**src/crt_pkg.sv**
```systemverilog
// Package for the countdown relay timer: phase codes, register indexes,
// state, configuration and result types. No dependencies.
`default_nettype none

package crt_pkg;

  localparam int unsigned SecW   = 10;
  localparam int unsigned MsW    = 16;
  localparam int unsigned DigitW = 4;
  localparam int unsigned ChirpW = 3;
  localparam int unsigned CfgIdxW  = 3;
  localparam int unsigned CfgDataW = 16;
  localparam int unsigned InDataW  = 8;
  localparam int unsigned OutDataW = 24;

  localparam logic [1:0] PH_IDLE  = 2'd0;
  localparam logic [1:0] PH_PRE   = 2'd1;
  localparam logic [1:0] PH_RUN   = 2'd2;
  localparam logic [1:0] PH_CHIRP = 2'd3;

  localparam logic [CfgIdxW-1:0] CFG_MAX_SECONDS   = 3'd0;
  localparam logic [CfgIdxW-1:0] CFG_DEBOUNCE_MS   = 3'd1;
  localparam logic [CfgIdxW-1:0] CFG_PRESTART_CNT  = 3'd2;
  localparam logic [CfgIdxW-1:0] CFG_TICKS_PER_SEC = 3'd3;
  localparam logic [CfgIdxW-1:0] CFG_AMBER_FLASH   = 3'd4;
  localparam logic [CfgIdxW-1:0] CFG_CHIRP_ON      = 3'd5;
  localparam logic [CfgIdxW-1:0] CFG_CHIRP_OFF     = 3'd6;
  localparam logic [CfgIdxW-1:0] CFG_CHIRP_CNT     = 3'd7;

  typedef struct packed {
    logic [SecW-1:0]   max_seconds;
    logic [MsW-1:0]    debounce_ms;
    logic [DigitW-1:0] prestart_count;
    logic [MsW-1:0]    ticks_per_second;
    logic [MsW-1:0]    amber_flash_ms;
    logic [MsW-1:0]    chirp_on_ms;
    logic [MsW-1:0]    chirp_off_ms;
    logic [ChirpW-1:0] chirp_count;
  } crt_cfg_t;

  typedef struct packed {
    logic [1:0]        phase;
    logic [SecW-1:0]   seconds;
    logic [SecW-1:0]   saved;
    logic              run;
    logic              prev_a;
    logic              prev_btn;
    logic [MsW-1:0]    since;
    logic [MsW-1:0]    ms;
    logic [DigitW-1:0] pre_left;
    logic [ChirpW-1:0] chirp_idx;
    logic              gap;
  } crt_state_t;

  typedef struct packed {
    logic [1:0]        phase;
    logic [DigitW-1:0] prestart_digit;
    logic [SecW-1:0]   shown_seconds;
    logic              buzzer;
    logic              chirp_lamp;
    logic              run_lamp;
    logic              relay_on;
  } crt_result_t;

endpackage

`default_nettype wire

```
**src/countdown_relay_timer.sv**
```systemverilog
// Top level of the countdown relay timer: stream ports, config registers,
// input and result registers around crt_step. Depends on crt_pkg, crt_step.
//
// channel  | direction | payload
// s_axis   | in        | tdata: enc_a, enc_b, button (bits 2:0), one tick per transaction
// m_axis   | out       | tdata: relay_on, run_lamp, chirp_lamp, buzzer, shown_seconds,
//          |           |        prestart_digit, phase (bits 19:0)
// cfg      | in        | write enable, 3-bit register index, 16-bit data
//
// One tick per cycle while the result side is not stalled: input register, one pass of
// next-state logic, result register.
// Reset restores power-on register values and idle state (encoder/button seen high).
// A stalled result holds; the input register still drains into it once it is taken.
`default_nettype none

module countdown_relay_timer (
  input  logic                              clk_i,
  input  logic                              rst_ni,
  input  logic                              s_axis_tvalid,
  output logic                              s_axis_tready,
  input  logic [crt_pkg::InDataW-1:0]       s_axis_tdata,   // enc_a, enc_b, button, pad
  output logic                              m_axis_tvalid,
  input  logic                              m_axis_tready,
  // relay_on, run_lamp, chirp_lamp, buzzer, shown_seconds[9:0], prestart_digit[3:0],
  // phase[1:0], pad
  output logic [crt_pkg::OutDataW-1:0]      m_axis_tdata,
  input  logic                              cfg_we_i,
  input  logic [crt_pkg::CfgIdxW-1:0]       cfg_idx_i,
  input  logic [crt_pkg::CfgDataW-1:0]      cfg_wdata_i
);

  crt_pkg::crt_cfg_t    cfg_q;
  crt_pkg::crt_state_t  state_q, state_d;
  crt_pkg::crt_result_t result_d;

  logic       in_valid_q;
  logic [2:0] in_data_q;
  logic       out_valid_q;
  logic [crt_pkg::OutDataW-1:0] out_data_q;
  logic       advance;

  assign advance       = in_valid_q && (!out_valid_q || m_axis_tready);
  assign s_axis_tready = !in_valid_q || advance;
  assign m_axis_tvalid = out_valid_q;
  assign m_axis_tdata  = out_data_q;

  always_ff @(posedge clk_i or negedge rst_ni) begin
    if (!rst_ni) begin
      cfg_q.max_seconds      <= 10'd300;
      cfg_q.debounce_ms      <= 16'd250;
      cfg_q.prestart_count   <= 4'd5;
      cfg_q.ticks_per_second <= 16'd1000;
      cfg_q.amber_flash_ms   <= 16'd150;
      cfg_q.chirp_on_ms      <= 16'd150;
      cfg_q.chirp_off_ms     <= 16'd100;
      cfg_q.chirp_count      <= 3'd3;
    end else if (cfg_we_i) begin
      unique case (cfg_idx_i)
        crt_pkg::CFG_MAX_SECONDS:   cfg_q.max_seconds      <= cfg_wdata_i[9:0];
        crt_pkg::CFG_DEBOUNCE_MS:   cfg_q.debounce_ms      <= cfg_wdata_i;
        crt_pkg::CFG_PRESTART_CNT:  cfg_q.prestart_count   <= cfg_wdata_i[3:0];
        crt_pkg::CFG_TICKS_PER_SEC: cfg_q.ticks_per_second <= cfg_wdata_i;
        crt_pkg::CFG_AMBER_FLASH:   cfg_q.amber_flash_ms   <= cfg_wdata_i;
        crt_pkg::CFG_CHIRP_ON:      cfg_q.chirp_on_ms      <= cfg_wdata_i;
        crt_pkg::CFG_CHIRP_OFF:     cfg_q.chirp_off_ms     <= cfg_wdata_i;
        crt_pkg::CFG_CHIRP_CNT:     cfg_q.chirp_count      <= cfg_wdata_i[2:0];
        default: ;
      endcase
    end
  end

  crt_step u_step (
    .cfg_i    (cfg_q),
    .state_i  (state_q),
    .enc_a_i  (in_data_q[0]),
    .enc_b_i  (in_data_q[1]),
    .button_i (in_data_q[2]),
    .state_o  (state_d),
    .result_o (result_d)
  );

  always_ff @(posedge clk_i or negedge rst_ni) begin
    if (!rst_ni) begin
      state_q.phase     <= crt_pkg::PH_IDLE;
      state_q.seconds   <= '0;
      state_q.saved     <= '0;
      state_q.run       <= 1'b0;
      state_q.prev_a    <= 1'b1;
      state_q.prev_btn  <= 1'b1;
      state_q.since     <= '0;
      state_q.ms        <= '0;
      state_q.pre_left  <= '0;
      state_q.chirp_idx <= '0;
      state_q.gap       <= 1'b0;
    end else if (advance) begin
      state_q <= state_d;
    end
  end

  always_ff @(posedge clk_i or negedge rst_ni) begin
    if (!rst_ni) begin
      in_valid_q  <= 1'b0;
      out_valid_q <= 1'b0;
    end else begin
      if (s_axis_tready) begin
        in_valid_q <= s_axis_tvalid;
      end
      if (advance) begin
        out_valid_q <= 1'b1;
      end else if (m_axis_tready) begin
        out_valid_q <= 1'b0;
      end
    end
  end

  always_ff @(posedge clk_i) begin
    if (s_axis_tvalid && s_axis_tready) begin
      in_data_q <= s_axis_tdata[2:0];
    end
    if (advance) begin
      out_data_q <= {4'd0, result_d};
    end
  end

  // idle leaves no run bookkeeping behind
  a_idle_clean: assert property (@(posedge clk_i) disable iff (!rst_ni)
    (state_q.phase == crt_pkg::PH_IDLE) |->
      (state_q.pre_left == '0 && !state_q.gap && state_q.ms == '0 &&
       state_q.chirp_idx == '0))
    else $error("idle phase with stale run state");

  // prestart always has a count left to show
  a_pre_count: assert property (@(posedge clk_i) disable iff (!rst_ni)
    (state_q.phase == crt_pkg::PH_PRE) |-> (state_q.pre_left != '0))
    else $error("prestart phase with zero count");

  // a processed tick always lands in the result register
  a_advance_out: assert property (@(posedge clk_i) disable iff (!rst_ni)
    advance |=> out_valid_q)
    else $error("processed tick lost");

  // the gap flag only exists inside chirps
  a_gap_chirp: assert property (@(posedge clk_i) disable iff (!rst_ni)
    state_q.gap |-> (state_q.phase == crt_pkg::PH_CHIRP))
    else $error("chirp gap outside chirp phase");

endmodule

`default_nettype wire

```
**src/crt_step.sv**
```systemverilog
// One-tick next-state and result logic of the countdown relay timer.
// Depends on crt_pkg.
`default_nettype none

module crt_step (
  input  crt_pkg::crt_cfg_t    cfg_i,
  input  crt_pkg::crt_state_t  state_i,
  input  logic                 enc_a_i,
  input  logic                 enc_b_i,
  input  logic                 button_i,
  output crt_pkg::crt_state_t  state_o,
  output crt_pkg::crt_result_t result_o
);

  function automatic crt_pkg::crt_state_t end_run(crt_pkg::crt_state_t s);
    crt_pkg::crt_state_t r;
    r           = s;
    r.seconds   = s.saved;
    r.run       = 1'b0;
    r.phase     = crt_pkg::PH_IDLE;
    r.ms        = '0;
    r.pre_left  = '0;
    r.chirp_idx = '0;
    r.gap       = 1'b0;
    return r;
  endfunction

  function automatic crt_pkg::crt_state_t begin_chirps(crt_pkg::crt_state_t s,
                                                       logic [crt_pkg::ChirpW-1:0] cnt);
    crt_pkg::crt_state_t r;
    r = s;
    if (cnt == '0) begin
      r = end_run(s);
    end else begin
      r.phase     = crt_pkg::PH_CHIRP;
      r.ms        = '0;
      r.chirp_idx = '0;
      r.gap       = 1'b0;
    end
    return r;
  endfunction

  function automatic crt_pkg::crt_state_t begin_countdown(crt_pkg::crt_state_t s,
                                                          logic [crt_pkg::ChirpW-1:0] cnt);
    crt_pkg::crt_state_t r;
    r          = s;
    r.pre_left = '0;
    r.ms       = '0;
    if (r.seconds == '0) begin
      r = begin_chirps(r, cnt);
    end else begin
      r.phase = crt_pkg::PH_RUN;
    end
    return r;
  endfunction

  crt_pkg::crt_state_t s;
  logic [crt_pkg::MsW-1:0] part_len;
  logic [crt_pkg::MsW-1:0] ms_inc;
  logic                    part_done;
  logic [crt_pkg::ChirpW-1:0] ci_inc;

  // shared part timer: chirp on/off lengths in the chirp phase, the seconds length otherwise
  always_comb begin
    if (state_i.phase == crt_pkg::PH_CHIRP) begin
      part_len = state_i.gap ? cfg_i.chirp_off_ms : cfg_i.chirp_on_ms;
    end else begin
      part_len = cfg_i.ticks_per_second;
    end
    ms_inc    = state_i.ms + 16'd1;
    part_done = (ms_inc >= part_len) || (ms_inc == '0);
    ci_inc    = state_i.chirp_idx + 3'd1;
  end

  always_comb begin
    s = state_i;

    if (s.since != '1) begin
      s.since = s.since + 16'd1;
    end
    if (s.prev_btn && !button_i) begin
      if (s.since > cfg_i.debounce_ms) begin
        s.run = ~s.run;
      end
      s.since = '0;
    end
    s.prev_btn = button_i;

    unique case (s.phase)
      crt_pkg::PH_IDLE: begin
        if (s.run) begin
          s.saved     = s.seconds;
          s.ms        = '0;
          s.chirp_idx = '0;
          s.gap       = 1'b0;
          s.pre_left  = cfg_i.prestart_count;
          if (cfg_i.prestart_count == '0) begin
            s = begin_countdown(s, cfg_i.chirp_count);
          end else begin
            s.phase = crt_pkg::PH_PRE;
          end
        end else begin
          if (s.prev_a && !enc_a_i) begin
            if (enc_b_i) begin
              if (s.seconds < cfg_i.max_seconds) begin
                s.seconds = s.seconds + 10'd1;
              end
            end else if (s.seconds != '0) begin
              s.seconds = s.seconds - 10'd1;
            end
          end
          s.prev_a = enc_a_i;
        end
      end
      crt_pkg::PH_PRE: begin
        if (!s.run) begin
          s = end_run(s);
        end else begin
          s.ms = ms_inc;
          if (part_done) begin
            s.ms = '0;
            if (s.pre_left <= 4'd1) begin
              s = begin_countdown(s, cfg_i.chirp_count);
            end else begin
              s.pre_left = s.pre_left - 4'd1;
            end
          end
        end
      end
      crt_pkg::PH_RUN: begin
        if (!s.run) begin
          s = end_run(s);
        end else begin
          s.ms = ms_inc;
          if (part_done) begin
            s.ms = '0;
            if (s.seconds <= 10'd1) begin
              s.seconds = '0;
              s = begin_chirps(s, cfg_i.chirp_count);
            end else begin
              s.seconds = s.seconds - 10'd1;
            end
          end
        end
      end
      crt_pkg::PH_CHIRP: begin
        s.ms = ms_inc;
        if (part_done) begin
          s.ms = '0;
          if (!s.gap) begin
            s.gap = 1'b1;
          end else begin
            s.gap       = 1'b0;
            s.chirp_idx = ci_inc;
            if ((ci_inc >= cfg_i.chirp_count) || (ci_inc == '0)) begin
              s = end_run(s);
            end
          end
        end
      end
      default: begin
        s = state_i;
      end
    endcase
  end

  assign state_o = s;

  always_comb begin
    result_o.relay_on       = (s.phase == crt_pkg::PH_RUN);
    result_o.run_lamp       = (s.phase == crt_pkg::PH_RUN) ||
                              ((s.phase == crt_pkg::PH_PRE) && (s.ms < cfg_i.amber_flash_ms));
    result_o.chirp_lamp     = (s.phase == crt_pkg::PH_CHIRP) && !s.gap;
    result_o.buzzer         = (s.phase == crt_pkg::PH_CHIRP) && !s.gap;
    result_o.shown_seconds  = s.seconds;
    result_o.prestart_digit = (s.phase == crt_pkg::PH_PRE) ? s.pre_left : '0;
    result_o.phase          = s.phase;
  end

endmodule

`default_nettype wire

```
**config.mk**
```make
export PLATFORM = sky130hd
export DESIGN_NAME = countdown_relay_timer
export DESIGN_NICKNAME = d
export VERILOG_FILES = /design/src/crt_pkg.sv /design/src/countdown_relay_timer.sv /design/src/crt_step.sv
export SDC_FILE = /design/constraint.sdc
export NUM_CORES = 1
export LEC_CHECK = 0
export BUFFER_PORTS_ARGS = -buffer_cell sky130_fd_sc_hd__buf_2
export CELL_PAD_IN_SITES_DETAIL_PLACEMENT = 0
export CELL_PAD_IN_SITES_GLOBAL_PLACEMENT = 1
export CORE_ASPECT_RATIO = 1.75
export CORE_UTILIZATION = 45
export CTS_BUF_LIST = sky130_fd_sc_hd__clkbuf_16
export DETAILED_ROUTE_END_ITERATION = 7
export PLACE_DENSITY = 0.75
export SLEW_MARGIN = 20
export SYNTH_ARGS = -nofsm -noshare
export SYNTH_HDL_FRONTEND = slang
export SYNTH_HIERARCHICAL = 1
export SYNTH_SLANG_ARGS = --single-unit
```
**constraint.sdc**
```tcl
create_clock -name clk_i -period 8.9 [get_ports clk_i]
set_input_delay 0.89 -clock clk_i [delete_from_list [all_inputs] [get_ports clk_i]]
set_output_delay 0.89 -clock clk_i [all_outputs]
set_load 0.005 [all_outputs]
```
# [Yosys cells after proc, flatten, opt, wreduce, memory -nomap -nowiden]
# Index checks and enable logic that the tools add are counted.
[totals] ff_bits=187 in_bits=32
[op_classes] n_lt_le_gt_ge=7 eq_ne=23 bitwise=4 n_reduce_logical=36 addsub=6 mux=42
[op_table] cell="$mux W65" count=6
[op_table] cell="$pmux W65 S4" count=1
[op_table] cell="$mux W43" count=2
[op_table] cell="$mux W39" count=2
[op_table] cell="$mux W16" count=4
[op_table] cell="$mux W64" count=1
[op_table] cell="$mux W63" count=1
[op_table] cell="$mux W10" count=6
[op_table] cell="$mux W57" count=1
[op_table] cell="$mux W53" count=1
[op_table] cell="$mux W41" count=1
[op_table] cell="$add A16 B1 Y16 const B" count=2
[op_table] cell="$mux W19" count=1
[op_table] cell="$ge A16 B16 Y1" count=1
[op_table] cell="$gt A16 B16 Y1" count=1
[op_table] cell="$logic_not A16 Y1" count=1
[op_table] cell="$lt A16 B16 Y1" count=1
[op_table] cell="$ne A16 B16 Y1 const B" count=1
[op_table] cell="$reduce_and A2 Y1" count=8
[op_table] cell="$ne A3 B2 Y1 const B" count=5
[op_table] cell="$eq A3 B3 Y1 const B" count=4
[op_table] cell="$mux W4" count=3
[op_table] cell="$mux W11" count=1
[op_table] cell="$add A10 B1 Y10 const B" count=1
[op_table] cell="other kinds (27)" count=62

# [Logic depth before layout (Yosys ltp)]
[depth] ltp_word=12 ltp_mapped=30

# [Hierarchy]
# Netlist, hierarchy kept.
[by_module_without_submodules] mod="countdown_relay_timer" cells_per_inst=386 seq_area_each_um2=4835.9 area_per_inst_um2=6971.7 instances=1
[by_module_without_submodules] mod="crt_step" cells_per_inst=734 seq_area_each_um2=0.0 area_per_inst_um2=4942.2 instances=1

# [Worst setup path after synthesis]
# OpenSTA, ideal clock, no wires.
[synth_path] path_type="register -> register" startpoint="register state_q[27] in the netlist's numbering" endpoint="register out_data_q, in the netlist m_axis_tdata[1] (data pin)" period_less_slack_ns=5.548 t_required_ns=8.753 setup_time_ns=0.147 n_path_buf=2 path_slack_ns=3.352 t_arrival_ns=5.401 stages_incl_launch_ff=29 path_cell_list="dfrtp_1 and3_1 nand3_1 nor2_1 nand2_1 or2_2 clkbuf_1 mux2_2 ha_1 nor2b_1 o211a_1 o21a_1 o31ai_1 a21oi_1 o21ai_1 buf_2 a21oi_1 o21ai_0 o31ai_1 ha_1 a21o_1 a21o_1 a21o_1 a21o_1 a21oi_1 nor2_1 a2111oi_0 o21ai_0 o21bai_1"
[synth_lines] item="from (decl)" line="countdown_relay_timer.sv:33" rtl="crt_pkg::crt_state_t state_q, state_d;"
[synth_lines] item="from (signal assigned)" line="countdown_relay_timer.sv:96" rtl="state_q <= state_d;"
[synth_lines] item="to (signal assigned)" line="countdown_relay_timer.sv:121" rtl="out_data_q <= {4'd0, result_d};"
[synth_lines] item="to (decl)" line="countdown_relay_timer.sv:39" rtl="logic [crt_pkg::OutDataW-1:0] out_data_q;"

==> impl_metrics.yaml <==
run_status:
  run_status: "finished, violations left"
  failing_checks: "DRC"
finish:
  layout.cell_area.non_filler_sq_mm: 0.0128
  finalNonFillerCells: 1472
  layout-area-overhead-vs-synth_pct: 7.83
  final_nets: 1239
  final_antenna_diode_count: 0
  utilization_pct: 49.5
  drive_above_1_share_pct: 28.9
clock_tree:
  cts-root-to-sink-buffers: 2
  tritoncts: "built"
  numCtsBuffers: 17
  tritoncts_num_sinks: 187
  clock_tree.htree_level_count: 4
  clk_root_buffer_cell: "sky130_fd_sc_hd__clkbuf_16"
  worst_skew_pair.late_latency_ns: 0.45
  cts.clk_slew.worst_paths_ns: 0.07
  cts_setup_buffers: 0
  cts.hold.buffers_added: 0
  post_cts_resize_count: 0
synth:
  synth_fa_ha_area_share_pct: 7.14
  postSynthCellCount: 1120
  yosys.area.top_type_share_pct: 27.5
  synth.most_common_cell: "sky130_fd_sc_hd__mux2_2"
  synth-seq-area-share_pct: 40.6
  synthSimpleGateAreaFrac_pct: 13.3
  synth_area_sq_mm: 0.0119
  synthFlopType: "sky130_fd_sc_hd__dfrtp_1"
  synth.ff_latch_count: 187
  syn_avg_cell_area_sq_um: 10.6
  synth.cells.most_frequent: "173 x sky130_fd_sc_hd__mux2_2, 131 x sky130_fd_sc_hd__dfrtp_1, 78 x sky130_fd_sc_hd__nand2_1, 78 x sky130_fd_sc_hd__nor2_1, 68 x sky130_fd_sc_hd__ha_1"
  synth_top_family_by_area: "multiplexers"
  synth_cell_types: 91
  post_synthesis_async_set_or_reset_flop_share_pct: 87.7
  synth.largest_area_cell: "sky130_fd_sc_hd__dfrtp_1"
  yosys-mux-area-fraction_pct: 17.9
  synth_edf_count: 23
  synth_xor_xnor_area_share_pct: 2.34
  yosys-top-cells-area: "sky130_fd_sc_hd__dfrtp_1 28%, sky130_fd_sc_hd__mux2_2 16%, sky130_fd_sc_hd__dfstp_2 7.3%"
  yosys_warnings: 6
  synth_compound_area_share_pct: 13.6
drt:
  drt-wirelength-per-cell_um: 20.1
  drt_iter0_drc: 516
  post_drt_via_cell_ratio: 5.90
  firstDrtPassIters: 8
  route.vias.total: 8686
  ant_nets: 0
  post-route-drc-count: 8
  routed_wirelength_um: 29600
timing:
  final_hold_violation_count: 0
  slew_at_the_pin_closest_to_its_max_slew_limit_ns: 1.00
  max-slew-margin-rel_pct: 33.2
  rsz0062_at_grt: "no"
  timing.final.setup_violations: 0
  final.setup_skew_ns: 0.00921
  fin_crit_sh_pct: 79.8
  max_clock_freq_mhz: 141
  slew_viol_final: 0
  setup_tns_ns: 0
  period_minus_slack_ns: 7.10
setup_path:
  cp_slowest_cell: "sky130_fd_sc_hd__o21ai_1"
  worst-endpoint-required_ns: 9.20
  crit_type: "register to register"
  worstPathArrival_ns: 7.40
  regToRegSetupSlack_ns: 1.80
  endpoint_kind: "register"
  rr_endpoint: "m_axis_tdata[1]"
  critical_path_peak_fanout: 9
  rr_worst_depth: 28
  biggest_cell_delay_along_the_critical_path_ns: 0.62
  r2r-start: "state_q[27]"
  critPathLaunchType: "register"
pwr:
  vdd_drop_max_mv: 0.171
  p_per_area_mw_per_mm2: 266
  power_frac_clock_pct: 21.7
  internal_power_mw: 2.09
  power.static_leakage_nw: 5.68
  power_switching_mw: 1.34
  combPwrFrac_pct: 39.3
  netSwitchingFraction_pct: 39.0
  power_frac_seq_pct: 38.9
floorplan:
  start_util_pct: 45.9
  die_area_sq_mm: 0.0272
  die_height_um: 217
  fp.dieW_um: 125
  fp-row-count: 78
  boundaryPins: 58
  design.core.area_sq_mm: 0.0260
grt:
  grt_pass1_vias: 8800
  grt_max_degree: 105
  antenna_violations_before_repair: 0
  global_route_usage_over_all_layers_pct: 22.9
  global_route.overflow_total: 0
  grt_first_pass_wirelength_um: 47800
placement:
  buffer_ports.inserted: 48
  dp_hpwl_um: 22100
  dp_cells: 1440
  gp_congestion: 0.911
  place_area_sq_mm: 0.0123
min_path:
  holdCritPathClass: "primary input to async pin"
job:
  drv_cap: 0
==> state kept, by name (all words and copies together), names as in the netlist <==
signal         flops
in_valid_q         1
m_axis_tdata      20
m_axis_tvalid      1
in_data_q          3
state_q           65
cfg_q             97
==> layout by cell type (no fill, tap or decap), types with 33 or more instances in the layout <==
cell type / netlist / final
sky130_fd_sc_hd__mux2_2: 173 / 173
sky130_fd_sc_hd__o21ai_0: 41 / 41
sky130_fd_sc_hd__nor2_1: 78 / 78
sky130_fd_sc_hd__nand2_1: 78 / 77
sky130_fd_sc_hd__ha_1: 68 / 68
sky130_fd_sc_hd__dfrtp_1: 131 / 131
sky130_fd_sc_hd__buf_2: 15 / 47
sky130_fd_sc_hd__dfstp_2: 33 / 33
sky130_fd_sc_hd__a21oi_1: 46 / 46
sky130_fd_sc_hd__inv_1: 62 / 62
==> cells by family (layout without fill, tap and decap cells) <==
| kind of cell | count (synthesis) | count (layout) |
|---|---|---|
| xor+xnor | 31 | 31 |
| fa+ha+maj | 68 | 68 |
| mux | 191 | 191 |
| flops | 187 | 187 |
| simple gates | 291 | 291 |
| buf+inv | 125 | 154 |
| other cells | 1 | 4 |
| compound gates | 226 | 226 |
==> layer usage <==
layer	share of wire [%]	wire length [um]	GRT usage [%]
met1	38	11200	23.8
met3	2.7	811	4.08
met4	3.0	892	9.72
met2	56	16700	44.5
met5	0	0	0
==> how the worst max path moves through the flow <==
stage / from / end / slack, ns / cells past startpoint
6_report: state_q[27] / m_axis_tdata[1] / 1.80 / 28
5_1_grt: state_q[24] / m_axis_tdata[1] / 1.24 / 28
4_1_cts: state_q[27] / m_axis_tdata[1] / 1.78 / 28
3_5_place_dp: state_q[27] / m_axis_tdata[1] / 1.82 / 28
3_3_place_gp: state_q[27] / m_axis_tdata[1] / 1.84 / 28
2_1_floorplan: state_q[27] / m_axis_tdata[1] / 3.35 / 28
==> power by group through the flow <==
stage                     clock network (mW)  logic (mW)  registers, mW
after floorplan                            0        1.06           1.25
after global placement                     0        1.31           1.34
after detailed placement                   0        1.34           1.35
after CTS                              0.771        1.35           1.33
after global routing                   0.806        1.49           1.36
final                                  0.744        1.35           1.33
==> final cells by class <==
class                           instances  area [sq um]
Fill cell                            2382         13100
Multi-Input combinational cell        811          6480
Sequential cell                       187          4840
Clock buffer                           17           425
Tap cell                              320           400
Timing Repair Buffer                   60           337
Inverter                               62           233
Clock inverter                         15           136
==> through the flow <==
step	hold WS, ns	setup WS, ns	total power [mW]
finish	0.506	1.80	3.42
global route	0.520	1.24	3.66
CTS	0.510	1.78	3.45
detailed placement	0.489	1.82	2.69
global placement	0.486	1.84	2.65
floorplan	0.457	3.35	2.32
==> critical path, delay by kind of cell, from the launching register on <==
kind	cells	cell delay [ns]
adder cells (fa/ha/maj)	2	0.64
flip-flops	1	0.41
AO/OA/AOI/OAI	16	4.06
XOR/XNOR	1	0.23
AND/OR/NAND/NOR	9	1.60
Power figures use the tool's default switching activity.
